$ cat config.mk
export PLATFORM = sky130hd
export DESIGN_NAME = json_string_unescape_utf8_unit
export DESIGN_NICKNAME = d
export VERILOG_FILES = /design/src/hdl/jsu_pkg.sv /design/src/hdl/jsu_front.sv /design/src/hdl/jsu_queue.sv /design/src/hdl/jsu_back.sv /design/src/hdl/json_string_unescape_utf8_unit.sv
export SDC_FILE = /design/constraint.sdc
export NUM_CORES = 1
export LEC_CHECK = 0
export ABC_AREA = 0
export BUFFER_PORTS_ARGS = -buffer_cell sky130_fd_sc_hd__buf_2
export CELL_PAD_IN_SITES_DETAIL_PLACEMENT = 1
export CELL_PAD_IN_SITES_GLOBAL_PLACEMENT = 1
export CORE_UTILIZATION = 48
export CTS_BUF_LIST = sky130_fd_sc_hd__clkbuf_16
export DETAILED_ROUTE_END_ITERATION = 12
export GPL_TIMING_DRIVEN = 0
export PLACE_DENSITY = 0.74
export SLEW_MARGIN = 20
export SYNTH_ARGS = -nofsm -noshare
export SYNTH_HDL_FRONTEND = slang
export SYNTH_SLANG_ARGS = --single-unit
$ cat constraint.sdc
create_clock -name clk -period 5.3 [get_ports clk]
set_input_delay 0.265 -clock clk [delete_from_list [all_inputs] [get_ports clk]]
set_output_delay 0.265 -clock clk [all_outputs]
set_load 0.02 [all_outputs]
$ cat src/hdl/jsu_pkg.sv
`timescale 1ns / 1ps
// ----------------------------------------------------------------------------
// jsu_pkg
// Shared types and constants of the JSON string unescape unit.
// ----------------------------------------------------------------------------
package jsu_pkg;

  // Most results a single input byte can cause: three bytes for a held high
  // surrogate, three for the following escape, and one end-of-text error.
  localparam int unsigned MAX_RESULTS = 7;
  localparam int unsigned IDX_W       = $clog2(MAX_RESULTS);
  localparam int unsigned CNT_W       = $clog2(MAX_RESULTS + 1);

  // Result kinds
  localparam logic [1:0] KIND_DATA  = 2'd0;
  localparam logic [1:0] KIND_DONE  = 2'd1;
  localparam logic [1:0] KIND_ERROR = 2'd2;

  // All results caused by one input byte, in order.
  typedef struct packed {
    logic [CNT_W-1:0]                  count;
    logic [MAX_RESULTS-1:0][7:0]       data;
    logic [MAX_RESULTS-1:0][1:0]       kinds;
  } job_t;

endpackage

$ cat src/hdl/jsu_front.sv
`timescale 1ns / 1ps
// ----------------------------------------------------------------------------
// jsu_front
// Decoder front end: runs the escape state machine for each accepted byte and
// builds the list of results that byte causes.
// ----------------------------------------------------------------------------
module jsu_front (
  input  logic             clk,
  input  logic             rst_n,
  input  logic             accept,
  input  logic [7:0]       in_byte,
  input  logic             in_first_byte,
  input  logic             in_end_of_text,
  output jsu_pkg::job_t    job,
  output logic             job_push
);

  typedef enum logic [2:0] {
    M_IDLE    = 3'd0,
    M_STR     = 3'd1,
    M_ESC     = 3'd2,
    M_HEX     = 3'd3,
    M_HIGH    = 3'd4,
    M_HIGH_BS = 3'd5,
    M_LOW_HEX = 3'd6
  } mode_t;

  typedef struct packed {
    mode_t          mode;
    logic [15:0]    acc;
    logic [1:0]     cnt;
    logic [15:0]    held;
    jsu_pkg::job_t  job;
  } dec_t;

  localparam logic [7:0] CH_QUOTE = 8'h22;
  localparam logic [7:0] CH_BSLASH = 8'h5C;
  localparam logic [7:0] CH_SLASH = 8'h2F;
  localparam logic [7:0] CH_B = 8'h62;
  localparam logic [7:0] CH_F = 8'h66;
  localparam logic [7:0] CH_N = 8'h6E;
  localparam logic [7:0] CH_R = 8'h72;
  localparam logic [7:0] CH_T = 8'h74;
  localparam logic [7:0] CH_U = 8'h75;

  localparam logic [15:0] HIGH_LO = 16'hD800;
  localparam logic [15:0] HIGH_HI = 16'hDBFF;
  localparam logic [15:0] LOW_LO  = 16'hDC00;
  localparam logic [15:0] LOW_HI  = 16'hDFFF;

  mode_t       mode_r;
  logic [15:0] acc_r;
  logic [1:0]  cnt_r;
  logic [15:0] held_r;
  dec_t        dec_nxt;

  // {valid, value} of an ASCII hex digit, either case
  function automatic logic [4:0] hex_val(input logic [7:0] b);
    logic [4:0] r;
    r = '0;
    case (b) inside
      [8'h30:8'h39]: r = {1'b1, b[3:0]};
      [8'h61:8'h66],
      [8'h41:8'h46]: r = {1'b1, b[3:0] + 4'd9};
      default:       r = '0;
    endcase
    return r;
  endfunction

  function automatic jsu_pkg::job_t put(input jsu_pkg::job_t j, input logic [7:0] b,
                                        input logic [1:0] k);
    jsu_pkg::job_t r;
    r = j;
    if (j.count < jsu_pkg::CNT_W'(jsu_pkg::MAX_RESULTS)) begin
      r.data[j.count[jsu_pkg::IDX_W-1:0]]  = b;
      r.kinds[j.count[jsu_pkg::IDX_W-1:0]] = k;
      r.count = j.count + 1'b1;
    end
    return r;
  endfunction

  function automatic jsu_pkg::job_t put_utf8(input jsu_pkg::job_t j, input logic [20:0] cp);
    jsu_pkg::job_t r;
    r = j;
    if (cp <= 21'h7F) begin
      r = put(r, cp[7:0], jsu_pkg::KIND_DATA);
    end else if (cp <= 21'h7FF) begin
      r = put(r, {3'b110, cp[10:6]}, jsu_pkg::KIND_DATA);
      r = put(r, {2'b10, cp[5:0]}, jsu_pkg::KIND_DATA);
    end else if (cp <= 21'hFFFF) begin
      r = put(r, {4'b1110, cp[15:12]}, jsu_pkg::KIND_DATA);
      r = put(r, {2'b10, cp[11:6]}, jsu_pkg::KIND_DATA);
      r = put(r, {2'b10, cp[5:0]}, jsu_pkg::KIND_DATA);
    end else begin
      r = put(r, {5'b11110, cp[20:18]}, jsu_pkg::KIND_DATA);
      r = put(r, {2'b10, cp[17:12]}, jsu_pkg::KIND_DATA);
      r = put(r, {2'b10, cp[11:6]}, jsu_pkg::KIND_DATA);
      r = put(r, {2'b10, cp[5:0]}, jsu_pkg::KIND_DATA);
    end
    return r;
  endfunction

  function automatic dec_t go_idle(input dec_t d);
    dec_t r;
    r = d;
    r.mode = M_IDLE;
    r.acc  = '0;
    r.cnt  = '0;
    r.held = '0;
    return r;
  endfunction

  function automatic dec_t fail(input dec_t d);
    dec_t r;
    r = d;
    r.job = put(r.job, 8'h00, jsu_pkg::KIND_ERROR);
    return go_idle(r);
  endfunction

  function automatic dec_t text_byte(input dec_t d, input logic [7:0] b);
    dec_t r;
    r = d;
    if (b == CH_QUOTE) begin
      r.job = put(r.job, 8'h00, jsu_pkg::KIND_DONE);
      r = go_idle(r);
    end else if (b == CH_BSLASH) begin
      r.mode = M_ESC;
    end else begin
      r.job  = put(r.job, b, jsu_pkg::KIND_DATA);
      r.mode = M_STR;
    end
    return r;
  endfunction

  function automatic dec_t escape_byte(input dec_t d, input logic [7:0] b);
    dec_t       r;
    logic [7:0] c;
    logic       ok;
    r  = d;
    c  = b;
    ok = 1'b1;
    case (b)
      CH_QUOTE, CH_BSLASH, CH_SLASH: c = b;
      CH_B:    c = 8'h08;
      CH_F:    c = 8'h0C;
      CH_N:    c = 8'h0A;
      CH_R:    c = 8'h0D;
      CH_T:    c = 8'h09;
      default: ok = 1'b0;
    endcase
    if (b == CH_U) begin
      r.mode = M_HEX;
      r.acc  = '0;
      r.cnt  = '0;
    end else if (ok) begin
      r.job  = put(r.job, c, jsu_pkg::KIND_DATA);
      r.mode = M_STR;
    end else begin
      r = fail(r);
    end
    return r;
  endfunction

  function automatic dec_t first_escape_done(input dec_t d, input logic [15:0] cp);
    dec_t r;
    r = d;
    if (cp >= HIGH_LO && cp <= HIGH_HI) begin
      r.held = cp;
      r.mode = M_HIGH;
    end else begin
      r.job  = put_utf8(r.job, {5'd0, cp});
      r.mode = M_STR;
    end
    return r;
  endfunction

  always_comb begin
    dec_t        d;
    logic [4:0]  hx;
    logic [15:0] acc_g;
    logic        hex_full;
    d.mode = mode_r;
    d.acc  = acc_r;
    d.cnt  = cnt_r;
    d.held = held_r;
    d.job  = '0;
    hx       = hex_val(in_byte);
    acc_g    = {acc_r[11:0], hx[3:0]};
    hex_full = (cnt_r == 2'd3);

    if (in_first_byte) begin
      d = go_idle(d);
      if (in_byte == CH_QUOTE) begin
        d.mode = M_STR;
      end else begin
        d = fail(d);
      end
    end else begin
      case (mode_r)
        M_STR: begin
          d = text_byte(d, in_byte);
        end
        M_ESC: begin
          d = escape_byte(d, in_byte);
        end
        M_HEX, M_LOW_HEX: begin
          if (!hx[4]) begin
            d = fail(d);
          end else begin
            d.acc = acc_g;
            d.cnt = cnt_r + 2'd1;
            if (hex_full) begin
              if (mode_r == M_HEX) begin
                d = first_escape_done(d, acc_g);
              end else begin
                d.held = '0;
                if (acc_g >= LOW_LO && acc_g <= LOW_HI) begin
                  // surrogate pair: 0x10000 + hi[9:0]:lo[9:0]
                  d.job  = put_utf8(d.job, 21'h10000 + {1'b0, held_r[9:0], acc_g[9:0]});
                  d.mode = M_STR;
                end else begin
                  d.job = put_utf8(d.job, {5'd0, held_r});
                  d = first_escape_done(d, acc_g);
                end
              end
            end
          end
        end
        M_HIGH: begin
          if (in_byte == CH_BSLASH) begin
            d.mode = M_HIGH_BS;
          end else begin
            d.job  = put_utf8(d.job, {5'd0, held_r});
            d.held = '0;
            d = text_byte(d, in_byte);
          end
        end
        M_HIGH_BS: begin
          if (in_byte == CH_U) begin
            d.mode = M_LOW_HEX;
            d.acc  = '0;
            d.cnt  = '0;
          end else begin
            d.job  = put_utf8(d.job, {5'd0, held_r});
            d.held = '0;
            d = escape_byte(d, in_byte);
          end
        end
        default: begin
          d.mode = M_IDLE;
        end
      endcase
    end

    if (in_end_of_text && d.mode != M_IDLE) begin
      d = fail(d);
    end
    dec_nxt = d;
  end

  assign job      = dec_nxt.job;
  assign job_push = accept && (dec_nxt.job.count != '0);

  always_ff @(posedge clk) begin
    if (!rst_n) begin
      mode_r <= M_IDLE;
      acc_r  <= '0;
      cnt_r  <= '0;
      held_r <= '0;
    end else if (accept) begin
      mode_r <= dec_nxt.mode;
      acc_r  <= dec_nxt.acc;
      cnt_r  <= dec_nxt.cnt;
      held_r <= dec_nxt.held;
    end
  end

`ifndef NO_ASSERTIONS
  a_end_goes_idle: assert property (@(posedge clk) disable iff (!rst_n)
    accept && in_end_of_text |=> mode_r == M_IDLE)
    else $error("decoder not idle after end of text");

  a_idle_clean: assert property (@(posedge clk) disable iff (!rst_n)
    mode_r == M_IDLE |-> held_r == '0 && cnt_r == '0)
    else $error("idle decoder holds leftover state");
`endif

endmodule

$ cat src/hdl/jsu_queue.sv
`timescale 1ns / 1ps
// ----------------------------------------------------------------------------
// jsu_queue
// Small FIFO of result lists between the decoder front end and the emitter.
// ----------------------------------------------------------------------------
module jsu_queue #(
  parameter int unsigned DEPTH = 4
) (
  input  logic           clk,
  input  logic           rst_n,
  input  logic           push,
  input  jsu_pkg::job_t  push_data,
  output logic           full,
  input  logic           pop,
  output jsu_pkg::job_t  pop_data,
  output logic           empty
);

  localparam int unsigned PTR_W = (DEPTH > 1) ? $clog2(DEPTH) : 1;
  localparam int unsigned CNT_W = $clog2(DEPTH + 1);
  localparam logic [PTR_W-1:0] LAST_PTR = PTR_W'(DEPTH - 1);

  jsu_pkg::job_t     mem [DEPTH];
  logic [PTR_W-1:0]  wr_ptr_r;
  logic [PTR_W-1:0]  rd_ptr_r;
  logic [CNT_W-1:0]  count_r;
  logic              do_push;
  logic              do_pop;

  assign full     = (count_r == CNT_W'(DEPTH));
  assign empty    = (count_r == '0);
  assign do_push  = push && !full;
  assign do_pop   = pop && !empty;
  assign pop_data = mem[rd_ptr_r];

  always_ff @(posedge clk) begin
    if (do_push) begin
      mem[wr_ptr_r] <= push_data;
    end
  end

  always_ff @(posedge clk) begin
    if (!rst_n) begin
      wr_ptr_r <= '0;
      rd_ptr_r <= '0;
      count_r  <= '0;
    end else begin
      if (do_push) begin
        wr_ptr_r <= (wr_ptr_r == LAST_PTR) ? '0 : wr_ptr_r + 1'b1;
      end
      if (do_pop) begin
        rd_ptr_r <= (rd_ptr_r == LAST_PTR) ? '0 : rd_ptr_r + 1'b1;
      end
      if (do_push && !do_pop) begin
        count_r <= count_r + 1'b1;
      end else if (do_pop && !do_push) begin
        count_r <= count_r - 1'b1;
      end
    end
  end

`ifndef NO_ASSERTIONS
  a_no_overflow: assert property (@(posedge clk) disable iff (!rst_n)
    push |-> !full)
    else $error("push into full queue");

  a_count_range: assert property (@(posedge clk) disable iff (!rst_n)
    count_r <= CNT_W'(DEPTH))
    else $error("queue count out of range");
`endif

endmodule

$ cat src/hdl/jsu_back.sv
`timescale 1ns / 1ps
// ----------------------------------------------------------------------------
// jsu_back
// Emitter: walks each result list into the output register one entry per
// cycle while not stalled, and marks the last result of each input byte.
// ----------------------------------------------------------------------------
module jsu_back (
  input  logic           clk,
  input  logic           rst_n,
  input  logic           job_valid,
  input  jsu_pkg::job_t  job,
  output logic           job_pop,
  output logic           out_valid,
  input  logic           out_stall,
  output logic [7:0]     out_byte,
  output logic [1:0]     out_kind,
  output logic           out_last_of_run
);

  jsu_pkg::job_t               cur_r;
  logic                        cur_valid_r;
  logic [jsu_pkg::IDX_W-1:0]   idx_r;
  logic                        out_valid_r;
  logic [7:0]                  out_byte_r;
  logic [1:0]                  out_kind_r;
  logic                        out_last_r;

  logic out_load;
  logic advance;
  logic cur_last;
  logic cur_free;

  assign out_load = !out_valid_r || !out_stall;
  assign advance  = cur_valid_r && out_load;
  assign cur_last = (idx_r == cur_r.count - 1'b1);
  assign cur_free = !cur_valid_r || (advance && cur_last);
  assign job_pop  = cur_free && job_valid;

  always_ff @(posedge clk) begin
    if (advance) begin
      out_byte_r <= cur_r.data[idx_r];
      out_kind_r <= cur_r.kinds[idx_r];
      out_last_r <= cur_last;
    end
    if (job_pop) begin
      cur_r <= job;
    end
  end

  always_ff @(posedge clk) begin
    if (!rst_n) begin
      out_valid_r <= 1'b0;
      cur_valid_r <= 1'b0;
      idx_r       <= '0;
    end else begin
      if (advance) begin
        out_valid_r <= 1'b1;
      end else if (!out_stall) begin
        out_valid_r <= 1'b0;
      end
      if (job_pop) begin
        cur_valid_r <= 1'b1;
        idx_r       <= '0;
      end else if (advance) begin
        if (cur_last) begin
          cur_valid_r <= 1'b0;
        end else begin
          idx_r <= idx_r + 1'b1;
        end
      end
    end
  end

  assign out_valid       = out_valid_r;
  assign out_byte        = out_byte_r;
  assign out_kind        = out_kind_r;
  assign out_last_of_run = out_last_r;

`ifndef NO_ASSERTIONS
  a_job_nonempty: assert property (@(posedge clk) disable iff (!rst_n)
    cur_valid_r |-> cur_r.count != '0 && idx_r < cur_r.count)
    else $error("emitter index outside result list");

  a_kind_legal: assert property (@(posedge clk) disable iff (!rst_n)
    out_valid_r |-> out_kind_r != 2'd3)
    else $error("illegal result kind");
`endif

endmodule

$ cat src/hdl/json_string_unescape_utf8_unit.sv
`timescale 1ns / 1ps
// ----------------------------------------------------------------------------
// json_string_unescape_utf8_unit
// Streaming decoder of quoted JSON strings into UTF-8 bytes.
// ----------------------------------------------------------------------------
// Usage:
//   Input channel (in_valid / in_stall): one text byte per item, with
//   in_first_byte on the opening quote and in_end_of_text on the last byte.
//   Result channel (out_valid / out_stall): one decoded byte, done mark or
//   error mark per item; out_last_of_run flags the last result of an input.
//   An input byte is decoded in the cycle it is accepted, and its result
//   list goes into a queue of QUEUE_DEPTH entries. The emitter drains one
//   result per cycle while the output is not stalled; each result passes
//   from the queue through the emitter's current list to the output register.
//   Throughput: one input byte per cycle while each byte yields at most one
//   result and the output is not stalled; a byte that yields more than one
//   result (up to 7, e.g. a lone surrogate followed by an escape) holds the
//   emitter until all are sent, and in_stall rises only once the queue is full.
//   Bytes that yield no result (opening quote, backslash, hex digits of an
//   unfinished escape, idle bytes) never reach the queue.
//   A stalled result holds in the output register; the queue absorbs the
//   input side meanwhile. Reset empties the queue and output and returns
//   the decoder to idle, waiting for a first byte.
// ----------------------------------------------------------------------------
module json_string_unescape_utf8_unit #(
  parameter int unsigned QUEUE_DEPTH = 4
) (
  input  logic        clk,
  input  logic        rst_n,
  // input channel
  input  logic        in_valid,
  output logic        in_stall,
  input  logic [7:0]  in_byte,
  input  logic        in_first_byte,
  input  logic        in_end_of_text,
  // result channel
  output logic        out_valid,
  input  logic        out_stall,
  output logic [7:0]  out_byte,
  output logic [1:0]  out_kind,
  output logic        out_last_of_run
);

  jsu_pkg::job_t front_job;
  jsu_pkg::job_t head_job;
  logic          front_push;
  logic          q_full;
  logic          q_empty;
  logic          back_pop;
  logic          accept;

  // Front end only waits on the queue; its state advances on every accepted
  // item regardless of what the result side is doing.
  assign in_stall = q_full;
  assign accept   = in_valid && !q_full;

  jsu_front u_front (
    .clk            (clk),
    .rst_n          (rst_n),
    .accept         (accept),
    .in_byte        (in_byte),
    .in_first_byte  (in_first_byte),
    .in_end_of_text (in_end_of_text),
    .job            (front_job),
    .job_push       (front_push)
  );

  jsu_queue #(
    .DEPTH (QUEUE_DEPTH)
  ) u_queue (
    .clk       (clk),
    .rst_n     (rst_n),
    .push      (front_push),
    .push_data (front_job),
    .full      (q_full),
    .pop       (back_pop),
    .pop_data  (head_job),
    .empty     (q_empty)
  );

  jsu_back u_back (
    .clk             (clk),
    .rst_n           (rst_n),
    .job_valid       (!q_empty),
    .job             (head_job),
    .job_pop         (back_pop),
    .out_valid       (out_valid),
    .out_stall       (out_stall),
    .out_byte        (out_byte),
    .out_kind        (out_kind),
    .out_last_of_run (out_last_of_run)
  );

endmodule

==> impl_metrics.py, run 1 <==
metrics = {
    "outcome": {
        "outcome": "finished clean",
    },
    "placement": {
        "dp_cells": 2083,
        "gp_congestion": 1.01,
        "dp_slack_ps": -1430,
        "dpl-instance-area_mm2": 0.0201,
        "place.port_buffers": 26,
        "hpwl_mm": 52.6,
    },
    "power_and_ir_drop": {
        "p_comb_share_pct": 22.0,
        "pwr-share-clk_pct": 31.6,
        "power_leakage_nw": 6.94,
        "powerDensity_mw_per_mm2": 413,
        "power.switching_mw": 2.63,
        "netSwitchingFraction_pct": 29.3,
        "intPower_mw": 6.35,
        "ir_drop_mv": 0.256,
        "power_frac_seq_pct": 46.5,
    },
    "timing": {
        "min_period_ps": 5090,
        "fin_setup_tns_ps": 0,
        "relSlewSlack_pct": 13.1,
        "slew_violations": 0,
        "layout_worst_path_cycle_share_pct": 95.9,
        "setup_viol": 0,
        "hold_violations": 0,
        "skew_ps": 23.0,
        "hold_ws_ps": 81.0,
        "worstMarginPinSlew_ps": 1300,
        "fin_ws_ps": 215,
        "max_freq_mhz": 197,
    },
    "clocking": {
        "cts_tree": "done",
        "clock-sinks": 391,
        "cts.clk_slew.worst_paths_ps": 60,
        "cts_buffers": 41,
        "clock_latency_ps": 560,
        "htreeDepth": 2,
        "root_buffer": "clkbuf_16",
        "clockBufferDepth": 3,
    },
    "floorplan": {
        "die_area_mm2": 0.0404,
        "fp.dieW_um": 201,
        "core_mm2": 0.0388,
        "io_pins": 27,
        "rows": 72,
        "start_util_pct": 49.0,
        "die_h_um": 201,
    },
    "final_layout": {
        "final_cell_area_mm2": 0.0217,
        "drive_gt1_share_pct": 16.6,
        "register_area_mm2": 0.0113,
        "layout.nets": 1643,
        "multi_input_area_mm2": 0.00753,
        "n_fill_cell": 3868,
        "instances_no_fill": 2159,
        "layout_commonest_cell": "edfxtp_1",
        "areaGrowthSynthToFinish_pct": 14.1,
        "final_cell_mix": "edfxtp_1, nor2_1, nand2_1, a21oi_1, mux4_2",
    },
    "global_route": {
        "overflow": 0,
        "grt_pass1_vias": 14900,
        "grt_use_total_pct": 37.2,
        "grt_pass1_wl_mm": 107,
        "antenna_found_initial": 1,
        "grt_max_degree": 46,
    },
    "yosys": {
        "yosysSeqAreaShare_pct": 59.4,
        "synth_area_leaders": "edfxtp_1, mux4_2, dfxtp_1",
        "synth_top_area_share_pct": 54.6,
        "syn_inst": 1506,
        "ys.flop_type": "edfxtp_1",
        "synth_top_cell_by_area": "edfxtp_1",
        "yosysWarnings": 0,
        "syn-cell-area_mm2": 0.0190,
        "synth_edf_count": 346,
        "postSynthAreaPerCell_um2": 12.6,
        "ys_async_sr_fraction_pct": 0,
        "ys_ff_latch": 391,
        "ys_types": 91,
    },
    "worst_setup_path": {
        "cp_top_family": "simple AND/OR/NAND/NOR gates",
        "crit_buf_inv": 5,
        "worst_setup_path_start_kind": "register",
        "cp_max_fo": 9,
        "setup.worst_path.class": "register to register",
        "startpoint": "u_front.acc_r[5]$_SDFFE_PN0P_",
        "crit_slowest_cell": "nor3_2",
        "cp_slowest_stage_delay_ps": 450,
        "worstSetupEndpointType": "register",
        "required_ps": 5790,
        "r2r_start": "u_front.acc_r[5]$_SDFFE_PN0P_",
        "cp.arrival_ps": 5570,
        "path_cells": "buf_1, nor3_2, nand2b_1, clkbuf_1, nand2_1, a21oi_1, o31ai_1, and3_1, buf_6, ha_1, and2_1, xnor2_2, a32o_1, buf_6, ha_1, inv_1, fa_1, xor2_1, or3_1, a21boi_0",
    },
    "worst_hold_path": {
        "min_from": "rst_n",
        "hp-class": "input port to register",
    },
    "route": {
        "viasPerCell": 6.67,
        "drc_errors": 0,
        "drt_wl_total_mm": 74.4,
        "drt-pass1-iter-count": 7,
        "vias": 14400,
        "drtAntennaViolNets": 0,
        "drt_iter0_drc": 1726,
        "wl_per_cell_um": 34.5,
    },
    "run": {
        "maxCapViolCount": 0,
    },
}
[worst register-to-register path, delay by kind of cell (launching register included)]
kind | cells | cell delay [ps]
buf+inv | 5 | 900
simple gates | 6 | 1660
xor+xnor | 2 | 350
fa+ha+maj | 3 | 800
compound gates | 4 | 1020
flops | 1 | 290
[per-layer routing]
layer | global-route usage, % | vias to the layer above | part of all wire (%)
li1 | - | 6052 | -
met1 | 47.1 | 7370 | 39
met2 | 61.6 | 772 | 48
met3 | 5.32 | 202 | 6.7
met4 | 21.2 | 0 | 6.1
met5 | 0 | - | 0
[repair_timing]
| action | in CTS | in global routing |
|---|---|---|
| gates resized for setup | 30 | 37 |
| setup buffers | 5 | 9 |
| endpoints found under the hold margin | 1 | 0 |
| hold buffers | 1 | 0 |
| endpoints found under the setup margin | 307 | 150 |
| pin swaps | 0 | 7 |
[synthesized netlist by cell type, drive strengths merged (5+ instances only)]
master  number
a211o        6
a211oi      16
a21boi      17
a21o         7
a21oi      115
a221oi       9
a222oi       5
a22oi       27
a31oi       21
a32oi        5
and2        20
and3        10
buf         33
clkbuf      85
dfxtp       45
edfxtp     346
ha          16
inv         23
mux2         5
mux2i       26
mux4        77
nand2      118
nand2b       5
nand3       48
nand4        8
nor2       124
nor2b       33
nor3        36
nor4        14
o211ai       7
o21ai       76
o21bai       6
o22ai       12
or3         12
xnor2       10
[metrics by stage]
stage | util, % | total power [mW]
floorplan | - | 5.41
global placement | 51.3 | 6.01
detailed placement | 51.7 | 6.14
CTS | 55.4 | 9.03
global route | 55.9 | 9.24
finish | 55.9 | 8.97
[cells by family (layout without fill, tap and decap cells)]
family,count (synthesis),after routing,synth area share [%]
and+or+nand+nor,453,453,11.7
adders and majority gates,17,17,1.16
AOI/OAI and AO/OA,383,383,13.3
other,1,29,0.0197
xor gates and xnor gates,12,12,0.553
DFF,391,391,59.4
muxes,108,108,10.9
buffers and inverters,141,248,3.02
[power groups by stage]
stage / Clock (mW) / Combinational [mW] / Sequential [mW]
2_1_floorplan: 0 / 1.24 / 4.17
3_3_place_gp: 0 / 1.81 / 4.20
3_5_place_dp: 0 / 1.93 / 4.21
4_1_cts: 2.86 / 1.99 / 4.18
5_1_grt: 2.95 / 2.09 / 4.20
6_report: 2.83 / 1.97 / 4.17
[layout make-up]
cell class	instances	share of cell area, %
multi-input cells	1001	34.7
inverters	23	0.444
diodes	1	0.0115
clock inverters	30	1.18
flip-flops and latches	391	52.1
plain buffers	107	2.13
clock buffers	41	4.73
well taps	518	2.99
repair buffers	47	1.73
[registers in the layout (all words and copies together) (netlist names)]
name / cells
u_queue.wr_ptr_r: 2
u_front.mode_r: 3
u_back.out_byte: 8
u_front.acc_r: 12
u_front.held_r: 16
u_queue.mem: 268
u_back.cur_valid_r: 1
u_back.cur_r: 67
u_queue.rd_ptr_r: 2
u_queue.count_r: 3
u_back.out_valid: 1
u_back.out_last_of_run: 1
u_back.idx_r: 3
u_back.out_kind: 2
u_front.cnt_r: 2
[worst paths after layout]
path	to	slack, ps	cells past startpoint
worst max-delay path	u_queue.count_r[2]$_SDFFE_PN0P_	210	20
worst min-delay path	u_queue.wr_ptr_r[1]$_SDFFE_PN0P_	80	3
worst max register to register	u_queue.count_r[2]$_SDFFE_PN0P_	210	20
worst min register to register	u_front.cnt_r[1]$_SDFFE_PN0P_	490	2
Note: power is estimated with default switching activity, not from simulation.
==> run 2, diff against run 1 <==
--- a/config.mk
+++ b/config.mk
@@ -7,13 +7,11 @@
 export LEC_CHECK = 0
 export ABC_AREA = 0
 export BUFFER_PORTS_ARGS = -buffer_cell sky130_fd_sc_hd__buf_2
-export CELL_PAD_IN_SITES_DETAIL_PLACEMENT = 1
-export CELL_PAD_IN_SITES_GLOBAL_PLACEMENT = 1
-export CORE_UTILIZATION = 48
+export CORE_UTILIZATION = 55
 export CTS_BUF_LIST = sky130_fd_sc_hd__clkbuf_16
 export DETAILED_ROUTE_END_ITERATION = 12
 export GPL_TIMING_DRIVEN = 0
-export PLACE_DENSITY = 0.74
+export PLACE_DENSITY = 0.71
 export SLEW_MARGIN = 20
 export SYNTH_ARGS = -nofsm -noshare
 export SYNTH_HDL_FRONTEND = slang
==> run 2 against run 1 <==
  * Combinational power rose by 2%
  * Global-route usage rose by 4.0 points
  * Sequential power barely moved
  * Worst setup slack got worse by 120 ps
  * Clock power fell by 1%
  * Critical path type unchanged
  * Largest power group unchanged
  * Highest routed layer unchanged
==> impl_metrics.py, run 2 (synthesis gave the netlist of run 1 again) <==
metrics = {
    "final_layout": {
        "layout_commonest_cell": "edfxtp_1",
        "reg_top3": "u_queue.mem: 268 flops, u_back.cur_r: 67 flops, u_front.held_r: 16 flops",
        "largest_reg_flops": 268,
        "top_register": "u_queue.mem",
        "final_cell_mix": "edfxtp_1, nor2_1, nand2_1, a21oi_1, mux4_2",
        "layout.nets": 1637,
        "fin_util_pct": 63.7,
        "areaGrowthSynthToFinish_pct": 13.2,
        "drive_gt1_share_pct": 15.6,
    },
    "clocking": {
        "clock-sinks": 391,
        "cts_tree": "done",
        "root_buffer": "clkbuf_16",
        "htreeDepth": 2,
        "clockBufferDepth": 3,
        "cts_buffers": 39,
        "clock_latency_ps": 570,
        "cts.clk_slew.worst_paths_ps": 60,
    },
    "global_route": {
        "grt_pass1_vias": 14400,
        "overflow": 0,
        "met2_usage_pct": 66.2,
        "grt.busiest_layer": "met2",
        "grt_use_total_pct": 41.2,
        "met3_usage_pct": 7.95,
        "grt_pass1_wl_mm": 103,
        "antenna_found_initial": 0,
        "grt_use_met1_pct": 50.8,
        "grt_max_degree": 48,
    },
    "route": {
        "viasPerCell": 7.12,
        "drtAntennaViolNets": 0,
        "vias": 14900,
        "drt_iter0_drc": 2115,
        "drc_errors": 0,
        "drt_wl_total_mm": 72.0,
        "wl_per_cell_um": 34.5,
        "drt-pass1-iter-count": 6,
    },
    "power_and_ir_drop": {
        "powerDensity_mw_per_mm2": 417,
        "ir_drop_mv": 0.487,
        "total_power_mw": 8.98,
        "power_leakage_nw": 6.89,
    },
    "worst_setup_path": {
        "path_cells": "buf_1, and3_1, o21ai_1, nor4_4, mux2_2, nor4_4, o21ai_1, xnor2_2, a32o_1, buf_6, ha_1, inv_1, fa_1, xor2_1, or3_1, a21boi_0",
        "reg2reg_depth": 16,
        "cp_max_fo": 10,
        "cp.arrival_ps": 5690,
        "startpoint": "u_front.acc_r[0]$_SDFFE_PN0P_",
        "worst-r2r-setup-slack_ps": 90,
        "cp-endpoint": "u_queue.count_r[2]$_SDFFE_PN0P_",
        "cp_slowest_stage_delay_ps": 530,
        "worst_setup_path_start_kind": "register",
        "crit_slowest_cell": "mux2_2",
        "setup.worst_path.class": "register to register",
        "required_ps": 5780,
        "r2r_start": "u_front.acc_r[0]$_SDFFE_PN0P_",
        "worstSetupEndpointType": "register",
        "reg2reg_to": "u_queue.count_r[2]$_SDFFE_PN0P_",
    },
    "timing": {
        "layout_worst_path_cycle_share_pct": 98.3,
        "fin_ws_ps": 91.0,
        "hold_violations": 0,
        "min_period_ps": 5210,
        "relSlewSlack_pct": 21.7,
        "setup_viol": 0,
        "max_freq_mhz": 192,
        "slew_violations": 0,
        "worstMarginPinSlew_ps": 1170,
        "skew_ps": 26.0,
    },
    "placement": {
        "dp_slack_ps": -1410,
        "place.port_buffers": 26,
        "gp_congestion": 1.02,
        "hpwl_mm": 49.3,
    },
    "run": {
        "maxCapViolCount": 0,
    },
    "floorplan": {
        "core_mm2": 0.0338,
        "io_pins": 27,
        "rows": 67,
        "start_util_pct": 56.3,
        "die_area_mm2": 0.0353,
        "fp.dieW_um": 188,
        "die_h_um": 188,
    },
    "worst_hold_path": {
        "hp-class": "input port to register",
    },
    "outcome": {
        "outcome": "finished clean",
    },
}
run 2: metrics by stage:
step | hold WS [ps] | setup TNS (ps) | cells | instance area (um^2)
final | 72.5 | 0 | 2087 | 21500
after detailed placement | 466 | -312630 | 2012 | 20000
after floorplan | 414 | 0 | 1533 | 19100
after CTS | 57.2 | 0 | 2082 | 21400
after global placement | 455 | -547170 | 2007 | 19800
after global routing | 73.0 | -9.55 | 2084 | 21500
run 2: worst min-delay path by stage:
stage,cells past startpoint,slack (ps),end,start
after detailed placement,2,470,u_front.cnt_r[1]$_SDFFE_PN0P_,u_front.cnt_r[1]$_SDFFE_PN0P_
after floorplan,2,410,u_queue.wr_ptr_r[1]$_SDFFE_PN0P_,rst_n
after global routing,2,70,u_front.acc_r[11]$_SDFFE_PN0P_,rst_n
after global placement,2,460,u_front.cnt_r[1]$_SDFFE_PN0P_,u_front.cnt_r[1]$_SDFFE_PN0P_
final,2,70,u_front.cnt_r[1]$_SDFFE_PN0P_,rst_n
after CTS,2,60,u_front.cnt_r[1]$_SDFFE_PN0P_,rst_n
run 2: final cells by class:
class,count,area (um^2)
Clock inverter,32,299
Fill cell,2407,12300
Timing Repair Buffer,42,338
Tap cell,448,561
Antenna cell,3,7.51
Clock buffer,39,976
Buffer,108,459
Inverter,23,96.3
Multi-Input combinational cell,1001,7490
Sequential cell,391,11300
run 2: report_power, final:
group	internal (mW)	total, mW	switching (mW)
clock	1.55	2.79	1.23
sequential	3.96	4.19	0.228
combinational	0.790	2.01	1.22
run 2: what timing repair did:
item	in CTS	in global routing
endpoints found under the setup margin	307	159
buffers inserted	3	7
resized for setup	32	25
endpoints found under the hold margin	1	0
hold buffers	1	0
pin swaps	0	4
run 2: critical path: cells and delay by family, from the launching register on:
family                   cells  cell delay, ps
adder cells (fa/ha/maj)      2             610
AND/OR/NAND/NOR              4            1580
buffers and inverters        3             570
flip-flops                   1             310
AO/OA/AOI/OAI                4            1010
XOR/XNOR                     2             500
multiplexers                 1             530
run 2: layer usage:
| layer | vias to the layer above | wire [um] |
|---|---|---|
| li1 | 6048 | - |
| met4 | 0 | 5730 |
| met1 | 7363 | 25800 |
| met5 | - | 0 |
| met2 | 1142 | 33700 |
| met3 | 313 | 6730 |
==> run 3, diff against run 2 <==
--- a/config.mk
+++ b/config.mk
@@ -11,7 +11,7 @@
 export CTS_BUF_LIST = sky130_fd_sc_hd__clkbuf_16
 export DETAILED_ROUTE_END_ITERATION = 12
 export GPL_TIMING_DRIVEN = 0
-export PLACE_DENSITY = 0.71
+export PLACE_DENSITY = 0.74
 export SLEW_MARGIN = 20
 export SYNTH_ARGS = -nofsm -noshare
 export SYNTH_HDL_FRONTEND = slang
==> run 3 against run 2 <==
  * Power down 2.1%
  * Flip-flop and latch count unchanged
  * Cell area down 0.58%
  * Via count up 0.62%
  * Hold slack better by 8.4 ps
  * Routed wire length up 1.3%
  * Fmax up 1.8%
  * Largest cell class unchanged
==> impl_metrics.py, run 3 (synthesis gave the netlist of run 1 again) <==
metrics = {
    "run": {
        "maxCapViolCount": 0,
    },
    "worst_setup_path": {
        "worst_setup_path_start_kind": "register",
        "worst-r2r-setup-slack_ps": 180,
        "cp.arrival_ps": 5580,
        "worstSetupEndpointType": "register",
        "r2r_start": "u_front.acc_r[4]$_SDFFE_PN0P_",
        "cp_max_fo": 9,
        "reg2reg_depth": 19,
        "cp-endpoint": "u_queue.count_r[2]$_SDFFE_PN0P_",
        "setup.worst_path.class": "register to register",
        "startpoint": "u_front.acc_r[4]$_SDFFE_PN0P_",
        "reg2reg_to": "u_queue.count_r[2]$_SDFFE_PN0P_",
        "required_ps": 5770,
    },
    "placement": {
        "place.port_buffers": 26,
        "gp_congestion": 1.06,
        "hpwl_mm": 49.0,
        "dpl-instance-area_mm2": 0.0199,
    },
    "final_layout": {
        "drive_gt1_share_pct": 15.6,
        "final_cell_mix": "edfxtp_1, nor2_1, nand2_1, a21oi_1, mux4_2",
        "final_cell_area_mm2": 0.0214,
        "areaGrowthSynthToFinish_pct": 12.5,
        "layout.nets": 1641,
        "top_register": "u_queue.mem",
        "layout_commonest_cell": "edfxtp_1",
        "largest_reg_flops": 268,
        "n_fill_cell": 2465,
        "reg_top3": "u_queue.mem: 268 flops, u_back.cur_r: 67 flops, u_front.held_r: 16 flops",
        "antennaDiodeCount": 0,
    },
    "timing": {
        "slew_violations": 0,
        "hold_violations": 0,
        "min_period_ps": 5120,
        "layout_worst_path_cycle_share_pct": 96.5,
        "fin_setup_tns_ps": 0,
        "worstMarginPinSlew_ps": 1220,
        "skew_ps": 32.5,
        "max_freq_mhz": 195,
        "setup_viol": 0,
        "rsz0062_at_grt": "no",
        "relSlewSlack_pct": 17.8,
        "hold_ws_ps": 80.9,
    },
    "clocking": {
        "root_buffer": "clkbuf_16",
        "clock_latency_ps": 560,
        "cts.clk_slew.worst_paths_ps": 60,
        "clockBufferDepth": 3,
        "cts_buffers": 39,
        "clock-sinks": 391,
        "cts_tree": "done",
        "htreeDepth": 2,
    },
    "route": {
        "wl_per_cell_um": 35.0,
        "wl_met2_mm": 34.0,
        "drt-pass1-iter-count": 8,
        "top_layer_used": "met5",
        "drt_wl_total_mm": 73.0,
        "drt_iter0_drc": 2167,
        "wl_met3_mm": 7.22,
        "viasPerCell": 7.17,
        "vias": 15000,
        "drtAntennaViolNets": 0,
        "drc_errors": 0,
        "wirelength_met1_mm": 25.7,
    },
    "global_route": {
        "overflow": 0,
        "grt_max_degree": 48,
        "antenna_found_initial": 2,
        "grt_pass1_wl_mm": 104,
        "grt_use_total_pct": 41.9,
        "grt_pass1_vias": 14500,
    },
    "power_and_ir_drop": {
        "powerDensity_mw_per_mm2": 411,
        "power_leakage_nw": 6.88,
        "ir_drop_mv": 0.402,
    },
    "floorplan": {
        "die_h_um": 188,
        "rows": 67,
        "fp.dieW_um": 188,
        "core_mm2": 0.0338,
        "start_util_pct": 56.3,
        "io_pins": 27,
        "die_area_mm2": 0.0353,
    },
    "worst_hold_path": {
        "hp-class": "input port to register",
    },
    "outcome": {
        "outcome": "finished clean",
    },
}
[run 3: cell count changes in the layout (fill, tap and decap cells not counted), sizes merged]
cell      delta
clkinv       +1
clkinvlp     -3
bufinv       -2
buf          +4
diode        -3
inv          +1
[run 3: worst min path at each step]
stage	endpoint	start	cells past startpoint
after global placement	u_front.cnt_r[1]$_SDFFE_PN0P_	u_front.cnt_r[1]$_SDFFE_PN0P_	2
after detailed placement	u_front.cnt_r[1]$_SDFFE_PN0P_	u_front.cnt_r[1]$_SDFFE_PN0P_	2
after CTS	u_front.acc_r[11]$_SDFFE_PN0P_	rst_n	2
after global routing	u_front.acc_r[11]$_SDFFE_PN0P_	rst_n	2
final	u_front.acc_r[11]$_SDFFE_PN0P_	rst_n	2
after floorplan	u_queue.wr_ptr_r[1]$_SDFFE_PN0P_	rst_n	2
[run 3: layout make-up]
cell class	instances	area [um^2]	share of cell area, %
Sequential cell	391	11300	52.8
Multi-Input combinational cell	1001	7480	35.0
Clock buffer	39	976	4.56
Tap cell	448	561	2.62
Buffer	111	473	2.21
Timing Repair Buffer	43	338	1.58
Clock inverter	29	183	0.854
Inverter	23	92.6	0.433
[run 3: metrics by stage]
step / utilization (%) / setup slack (ps) / power (mW) / instances
2_1_floorplan: - / 337 / 5.41 / 1533
3_3_place_gp: 58.7 / -1860 / 5.93 / 2007
3_5_place_dp: 59.0 / -1410 / 6.06 / 2012
4_1_cts: 63.0 / 40.5 / 8.77 / 2083
5_1_grt: 63.3 / 14.6 / 9.00 / 2085
6_report: 63.3 / 183 / 8.79 / 2085
[run 3: report_power, final]
group	total, mW	internal [mW]	switching [mW]
Sequential	4.20	3.96	0.242
Clock	2.63	1.44	1.19
Combinational	1.97	0.779	1.19
Total	8.79	6.18	2.62
[run 3: critical path: stages (launching register included)]
cell      delay [ps]
dfxtp_1          290
clkbuf_1         240
nor3_2           420
nand2b_1         390
nand2_2          350
a21oi_1          210
o31ai_1          520
and3_1           250
buf_6            150
ha_1             170
and2_1           190
xnor2_2          160
a32o_1           210
buf_6            130
ha_1             190
inv_1             70
fa_1             430
xor2_1           170
or3_1            300
a21boi_0         160
[run 3: timing repair]
action	CTS	global route
hold endpoints to repair	1	0
endpoints found under the setup margin	307	118
hold buffers	1	0
gates resized for setup	35	30
setup buffers	7	4
pin swaps	3	3
[run 3: metal layers]
| layer | GRT usage [%] | vias to the layer above |
|---|---|---|
| met2 | 67.1 | 1212 |
| met4 | 28.3 | 2 |
| li1 | - | 6050 |
| met3 | 7.62 | 295 |
| met1 | 52.1 | 7399 |
| met5 | 0 | - |
